## src/rtl/gcb_pkg.sv

```systemverilog
// Package with constants, types and helpers of the register window blitter.
`timescale 1ns / 1ps
`default_nettype none
package gcb_pkg;

  // Video memory sizes.
  localparam int unsigned VramBigBytes   = 4194304;
  localparam int unsigned VramSmallBytes = 2097152;
  localparam int unsigned MaxVramBytesDef = VramBigBytes;

  localparam int unsigned OffW  = 22;
  localparam int unsigned DataW = 8;

  // Access codes.
  localparam logic OpRead  = 1'b0;
  localparam logic OpWrite = 1'b1;

  // Control block offsets, relative to layout top minus 0x1000.
  localparam logic [11:0] LutBase = 12'h000;
  localparam logic [11:0] LutEnd  = 12'h200;
  localparam logic [11:0] IdBase  = 12'h200;
  localparam logic [11:0] IdEnd   = 12'h220;
  localparam logic [11:0] VtgBase = 12'h800;
  localparam logic [11:0] VtgEnd  = 12'h820;
  localparam logic [11:0] BltBase = 12'h900;
  localparam logic [11:0] BltEnd  = 12'h940;
  localparam logic [11:0] LnkBase = 12'hAC0;
  localparam logic [11:0] LnkEnd  = 12'hAE0;

  // Low byte of the memory layout register inside the timing block.
  localparam logic [4:0] VtgMemLo = 5'h1F;

  // Blit register indexes.
  localparam int unsigned NumBregs = 18;
  localparam logic [5:0] BrSrc  = 6'h00;
  localparam logic [5:0] BrDst  = 6'h04;
  localparam logic [5:0] BrSs   = 6'h08;
  localparam logic [5:0] BrDs   = 6'h0A;
  localparam logic [5:0] BrWid  = 6'h0C;
  localparam logic [5:0] BrRows = 6'h0E;
  localparam logic [5:0] BrCmd  = 6'h10;
  localparam logic [5:0] BrGo   = 6'h11;

  // Aux block.
  localparam logic [7:0] AuxVerA    = 8'h99;
  localparam logic [7:0] AuxVerB    = 8'hD9;
  localparam logic [7:0] AuxVersion = 8'h04;

  // Commands from the controller to the datapath.
  typedef struct packed {
    logic clear_step;
    logic latch_req;
    logic access;
    logic blit_init;
    logic row_start;
    logic byte_rd;
    logic byte_wr;
    logic row_next;
    logic load_out;
  } cmd_t;

  // Status from the datapath to the controller.
  typedef struct packed {
    logic clear_last;
    logic is_go;
    logic blit_empty;
    logic row_skip;
    logic last_byte;
    logic last_row;
  } sts_t;

  // Bytes of the read-only ID block.
  function automatic logic [7:0] id_byte(input logic [4:0] idx);
    logic [7:0] b;
    case (idx)
      5'd24:   b = 8'h20;
      5'd25:   b = 8'h63;
      5'd26:   b = 8'h70;
      5'd27:   b = 8'h6D;
      default: b = 8'h00;
    endcase
    return b;
  endfunction

endpackage
`default_nettype wire

```

## src/rtl/gcb_ctrl.sv

```systemverilog
// Controller state machine that sequences bus accesses, blits and clearing.
`timescale 1ns / 1ps
`default_nettype none
module gcb_ctrl
  import gcb_pkg::*;
(
  input  wire  clk_i,
  input  wire  rst_ni,
  input  wire  in_valid_i,
  output logic in_ready_o,
  output logic out_valid_o,
  input  wire  out_ready_i,
  input  sts_t sts_i,
  output cmd_t cmd_o
);

  typedef enum logic [3:0] {
    S_CLEAR,
    S_IDLE,
    S_ACCESS,
    S_BINIT,
    S_ROW,
    S_BRD,
    S_BWR,
    S_BNEXT,
    S_RESP
  } state_e;

  state_e state_q, state_d;
  logic   out_valid_q, out_valid_d;

  // Next state and commands.
  always_comb begin
    state_d     = state_q;
    cmd_o       = '0;
    out_valid_d = out_valid_q && !out_ready_i;
    case (state_q)
      S_CLEAR: begin
        cmd_o.clear_step = 1'b1;
        if (sts_i.clear_last) begin
          state_d = S_IDLE;
        end
      end
      S_IDLE: begin
        if (in_valid_i) begin
          cmd_o.latch_req = 1'b1;
          state_d         = S_ACCESS;
        end
      end
      S_ACCESS: begin
        cmd_o.access = 1'b1;
        state_d      = sts_i.is_go ? S_BINIT : S_RESP;
      end
      S_BINIT: begin
        cmd_o.blit_init = 1'b1;
        state_d         = sts_i.blit_empty ? S_RESP : S_ROW;
      end
      S_ROW: begin
        cmd_o.row_start = 1'b1;
        state_d         = sts_i.row_skip ? S_BNEXT : S_BRD;
      end
      S_BRD: begin
        cmd_o.byte_rd = 1'b1;
        state_d       = S_BWR;
      end
      S_BWR: begin
        cmd_o.byte_wr = 1'b1;
        state_d       = sts_i.last_byte ? S_BNEXT : S_BRD;
      end
      S_BNEXT: begin
        cmd_o.row_next = 1'b1;
        state_d        = sts_i.last_row ? S_RESP : S_ROW;
      end
      S_RESP: begin
        if (!out_valid_q || out_ready_i) begin
          cmd_o.load_out = 1'b1;
          out_valid_d    = 1'b1;
          state_d        = S_IDLE;
        end
      end
      default: begin
        state_d = S_IDLE;
      end
    endcase
  end

  // State and output valid register.
  always_ff @(posedge clk_i or negedge rst_ni) begin
    if (!rst_ni) begin
      state_q     <= S_CLEAR;
      out_valid_q <= 1'b0;
    end else begin
      state_q     <= state_d;
      out_valid_q <= out_valid_d;
    end
  end

  assign in_ready_o  = (state_q == S_IDLE);
  assign out_valid_o = out_valid_q;

endmodule
`default_nettype wire

```

## config.mk

```make
export PLATFORM = sky130hd
export DESIGN_NAME = gcb_ctrl
export DESIGN_NICKNAME = d
export VERILOG_FILES = /design/src/rtl/gcb_pkg.sv /design/src/rtl/gcb_ctrl.sv
export SDC_FILE = /design/constraint.sdc
export NUM_CORES = 1
export LEC_CHECK = 0
export ABC_AREA = 1
export ABC_CLOCK_PERIOD_IN_PS = 1300
export CORE_AREA = 8 8 45 47
export CTS_CLUSTER_SIZE = 25
export DETAILED_ROUTE_END_ITERATION = 8
export DIE_AREA = 0 0 53 55
export DONT_BUFFER_PORTS = 1
export PLACE_DENSITY = 0.41
export SLEW_MARGIN = 20
export SYNTH_ARGS = -nofsm -noshare
export SYNTH_HDL_FRONTEND = slang
export SYNTH_SLANG_ARGS = --single-unit
export TNS_END_PERCENT = 5
```

## constraint.sdc

```tcl
create_clock -name clk_i -period 1.3 [get_ports clk_i]
set_clock_uncertainty 0.05 [all_clocks]
set_input_delay 0.065 -clock clk_i [delete_from_list [all_inputs] [get_ports clk_i]]
set_output_delay 0.065 -clock clk_i [all_outputs]
set_load 0.02 [all_outputs]
```

== Word level (Yosys, flattened, before mapping) ==
Cells that the tools add are included.
W data, S select, Z words.
Storage, ports and cells
  register bits: 5
  input bits: 10
Operators by class
  reduce and logical (&&, ||, !) cells: 6
  mux-type cells: 22
  eq/ne operators: 11
Operators with widths (number)
  $pmux W4 S9: 1
  $mux W4: 6
  $eq A4 B3 Y1 const B: 4
  $mux W1: 13
  $eq A4 B2 Y1 const B: 2
  $ne A2 B2 Y1 const B: 3
  $eq A4 B1 Y1 const B: 1
  $eq A4 B4 Y1 const B: 1
  $logic_not A4 Y1: 1
  $mux W2: 2
  $reduce_and A3 Y1: 1
  $logic_not A1 Y1: 2
  $logic_and A1 B1 Y1: 1
  $logic_or A1 B1 Y1: 1

== Longest topological paths before layout ==
  depth in word-level cells: 4
  mapped depth: 7

== Worst setup path after synthesis ==
OpenSTA, ideal clock, no wires.
  path kind: register to register
  start point: reg state_q[2]
  end point: reg state_q[3]
  setup slack: 45 ps
  data arrival time: 1134 ps
  stages on the path, launching flop included: 6
  setup time: 71 ps
  path through: dfrtp_1 -> nor2_1 -> inv_2 -> nor2_1 -> nand2_1 -> nand4_1
Between the ends
  word-level cells in the longest chain between the ends: 3
  elaborated cells between the ends (all ways): 14
Ends and longest elaborated chain
  from (decl): line gcb_ctrl.sv:29  | state_e state_q, state_d;
  from (signal assigned): line gcb_ctrl.sv:93  | state_q <= state_d;
  $eq A4 B4 Y1 (tied with other cells): line gcb_ctrl.sv:37  | case (state_q)
  $ne A2 B2 Y1 (no source line)
  $reduce_and A3 Y1 (no source line)
Several ways; a longest one is shown, not always the timed one.
A chain may end at the register's enable or synchronous reset.

==> run summary <==
==================================================================================
Average detailed-routed wire length per instance                           12.4 µm
Ratio of final minimum period to clock period                                 101%
Die Y                                                                        55 µm
Most frequent cell after synthesis                                         nand2_1
Share of the synthesized area in the top cell type                           32.9%
Multiplexer share of the synthesized area                                       0%
Met2 GRT Util                                                                16.2%
Gr busiest metal                                                              met2
NumNets Final                                                                   97
Post-route DRC                                                                   0
Required time of the worst setup path                                      1.19 ns
Met1 capacity usage during global routing                                    9.20%
Outcome                                                               complete, but fails checks
Post-synthesis net count                                                        70
Worst hold-check path type                                                  in2reg
Cell type contributing the most total cell area after synthesis            dfrtp_1
CTS H-tree lvls                                                                  1
Full die area                                                          0.00292 mm²
CTS tree                                                                     built
Max_cap viols                                                                    0
Post-synth EDFFs                                                                 0
Wire length of the first global-routing pass                               2.01 mm
Cells after Synth                                                               60
Top cells by area in the synthesized netlist                          dfrtp_1 33%, nand2_1 12%, nor2_1 11%, nand3_1 6.6%, nor2_2 6.6%
Post-layout min period                                                     1.32 ns
Cell at the root of the clock tree                                        clkbuf_4
Area taken by multi-input logic gates                                      264 µm²
Via count of the first global-routing pass                                     486
Placer congestion estimate                                                   0.805
Mapped Area                                                                380 µm²
Port Buffer Count                                                                0
Capturing element type of the critical path                            output port
Final count of hold timing violations                                            0
Commonest cells in the netlist                                        12 x nand2_1, 11 x nor2_1, 6 x inv_1
Slew at the pin with the worst max-slew slack                             0.238 ns
Vias per Instance                                                             4.68
CP startpoint kind                                                        register
Kind of critical path                                                      reg2out
Total of warnings raised by yosys                                                0
Max Root-Sink Buffers                                                            2
Area growth from synthesis to final layout                                   79.3%
CP max FO                                                                        4
Peak VDD IR                                                                1.11 mV
Count of clock tree sinks                                                        5
FF/Latch Area                                                              129 µm²
Effective utilization at floorplan                                           27.5%
Sequential fraction of the synthesis area                                    32.9%
Detailed Route Iter0 Violations                                                 10
Initial antenna violation count                                                  0
Count of distinct cell types in the synthesized netlist                         14
Tightest slew margin relative to the limit                                   84.2%
Core Footprint                                                         0.00138 mm²
Non-Filler Cell Area, Final                                                682 µm²
Total track usage                                                            9.54%
Iteration count of the initial detailed-routing pass                             5
Highest attainable clock frequency                                       0.759 GHz
Post-Synth Adder-Cell Area                                                      0%
Met3 Track Usage GR                                                          4.28%
RSZ-0062 raised after global routing                                          true
Non-filler cells, final                                                        102
Vias post-DR                                                                   477
Std-Cell Rows                                                                   14
Post-route worst setup slack                                            -0.0172 ns
Diode count                                                                      0
Flip-flop and latch count after synthesis                                        5
Register clock-pin slew on the reported worst setup and hold paths         0.04 ns
Violations in the final reports                                       setup timing
Total grt overflow                                                               0
Fraction of registers with async set or reset after synthesis                 100%
Xor-xnor portion of the synthesized cell area                                   0%
Average footprint of a synthesized cell                                   6.34 µm²
Synthesized-area fraction occupied by and/or/nand/nor cells                  49.3%
Combinational family with the most area after synthesis               simple AND/OR/NAND/NOR gates
Number of pins exceeding their max-slew limit in the final report                0
Clock insertion delay at the later pin of the skew report                  0.24 ns
Largest net degree at the start of global routing                                8
CTS buffer count                                                                 3
Share of final-layout standard cells stronger than drive strength 1          52.3%
HPWL Detailed                                                               970 µm
ANT nets after route                                                             0
Data arrival time of the critical path                                     1.20 ns
Area after detailed placement                                              490 µm²
Routed wire length                                                         1.26 mm
Leakage                                                                0.000338 µW
Fill cell instance count of the final layout                                   145
Number of top-level design ports                                                21
Power density cells                                                    2530 mW/mm²
Number of placed instances, taps included                                       88
Top flip-flop cell by instance count after synthesis                       dfrtp_1
Overall die width                                                            53 µm
Total setup violations reported at the end of the flow                           3
Post-synthesis compound-gate area fraction                                   6.91%
==================================================================================
-- where the power goes --
| group | internal [µW] | leakage (µW) | total [µW] | switching, µW |
|---|---|---|---|---|
| Sequential | 231 | 0.0000609 | 360 | 129 |
| Combinational | 522 | 0.000262 | 1190 | 663 |
| Clock | 116 | 0.0000150 | 178 | 61.7 |
| Total | 869 | 0.000338 | 1720 | 854 |
-- registers in the layout (all words and copies together) (netlist names) --
register     flops
out_valid_o      1
state_q          4
-- cell usage in the layout (no fill, tap or decap), types with 4 or more instances in the layout --
master | synthesis | routed
nor2_2 | 4 | 4
nor2_4 | 0 | 4
buf_4 | 0 | 12
nand3_1 | 5 | 4
nand2_1 | 12 | 11
nor2_1 | 11 | 7
buf_6 | 0 | 5
nand2_2 | 3 | 4
dlygate4sd3_1 | 0 | 5
inv_2 | 5 | 4
inv_1 | 6 | 5
-- stage by stage --
stage               worst slack, ns  total power (µW)  TNS [ns]  utilization [%]  hold WS (ns)
floorplan                    0.0447               894         0                -        -0.281
global placement             0.0840              1200         0             35.4        -0.280
detailed placement            0.108              1200         0             35.4        -0.280
CTS                         -0.0137              1580   -0.0644             45.8        0.0105
global route                -0.0924              1880    -0.575             49.3        0.0350
finish                      -0.0172              1720   -0.0404             49.3        0.0164
-- worst max-delay path, cell delays in order, from the launching register on --
cell,delay [ns]
dfrtp_1,0.42
buf_4,0.16
nand2_2,0.08
nor2_1,0.14
buf_4,0.16
-- routing by layer --
| layer | vias to the layer above | share of wire [%] | routed length [µm] |
|---|---|---|---|
| li1 | 243 | - | - |
| met1 | 213 | 39 | 491 |
| met2 | 19 | 53 | 666 |
| met3 | 2 | 7.0 | 88 |
| met4 | 0 | 1.4 | 18 |
| met5 | - | 0 | 0 |
-- final timing paths --
path                        startpoint           to  slack, ns  cells past startpoint
max in group asynchronous       rst_ni   state_q[0]       0.93                      1
min in group asynchronous       rst_ni  out_valid_o       0.06                      1
min reg2reg                out_valid_o  out_valid_o       0.52                      2
max                         state_q[2]     cmd_o[1]      -0.02                      4
max reg2reg                 state_q[2]   state_q[1]       0.08                      7
min                           sts_i[2]   state_q[1]       0.02                      4
-- logic make-up after synthesis --
| group | Yosys count |
|---|---|
| buffers and inverters | 11 |
| AO/OA/AOI/OAI | 4 |
| flip-flops | 5 |
| AND/OR/NAND/NOR | 40 |
-- repair_timing --
action | CTS | global route
pin swaps | 3 | 3
buffers inserted | 4 | 1
hold buffers | 5 | 0
resized for setup | 10 | 13
setup endpoints to repair | 6 | 12
hold endpoints to repair | 9 | 0
-- area by class of cell --
cell class | count | area share, %
well taps | 16 | 2.94
multi-input cells | 44 | 38.7
clock buffers | 4 | 3.85
flip-flops and latches | 5 | 18.9
repair buffers | 22 | 28.8
inverters | 11 | 6.79
Power figures use the tool's default switching activity.
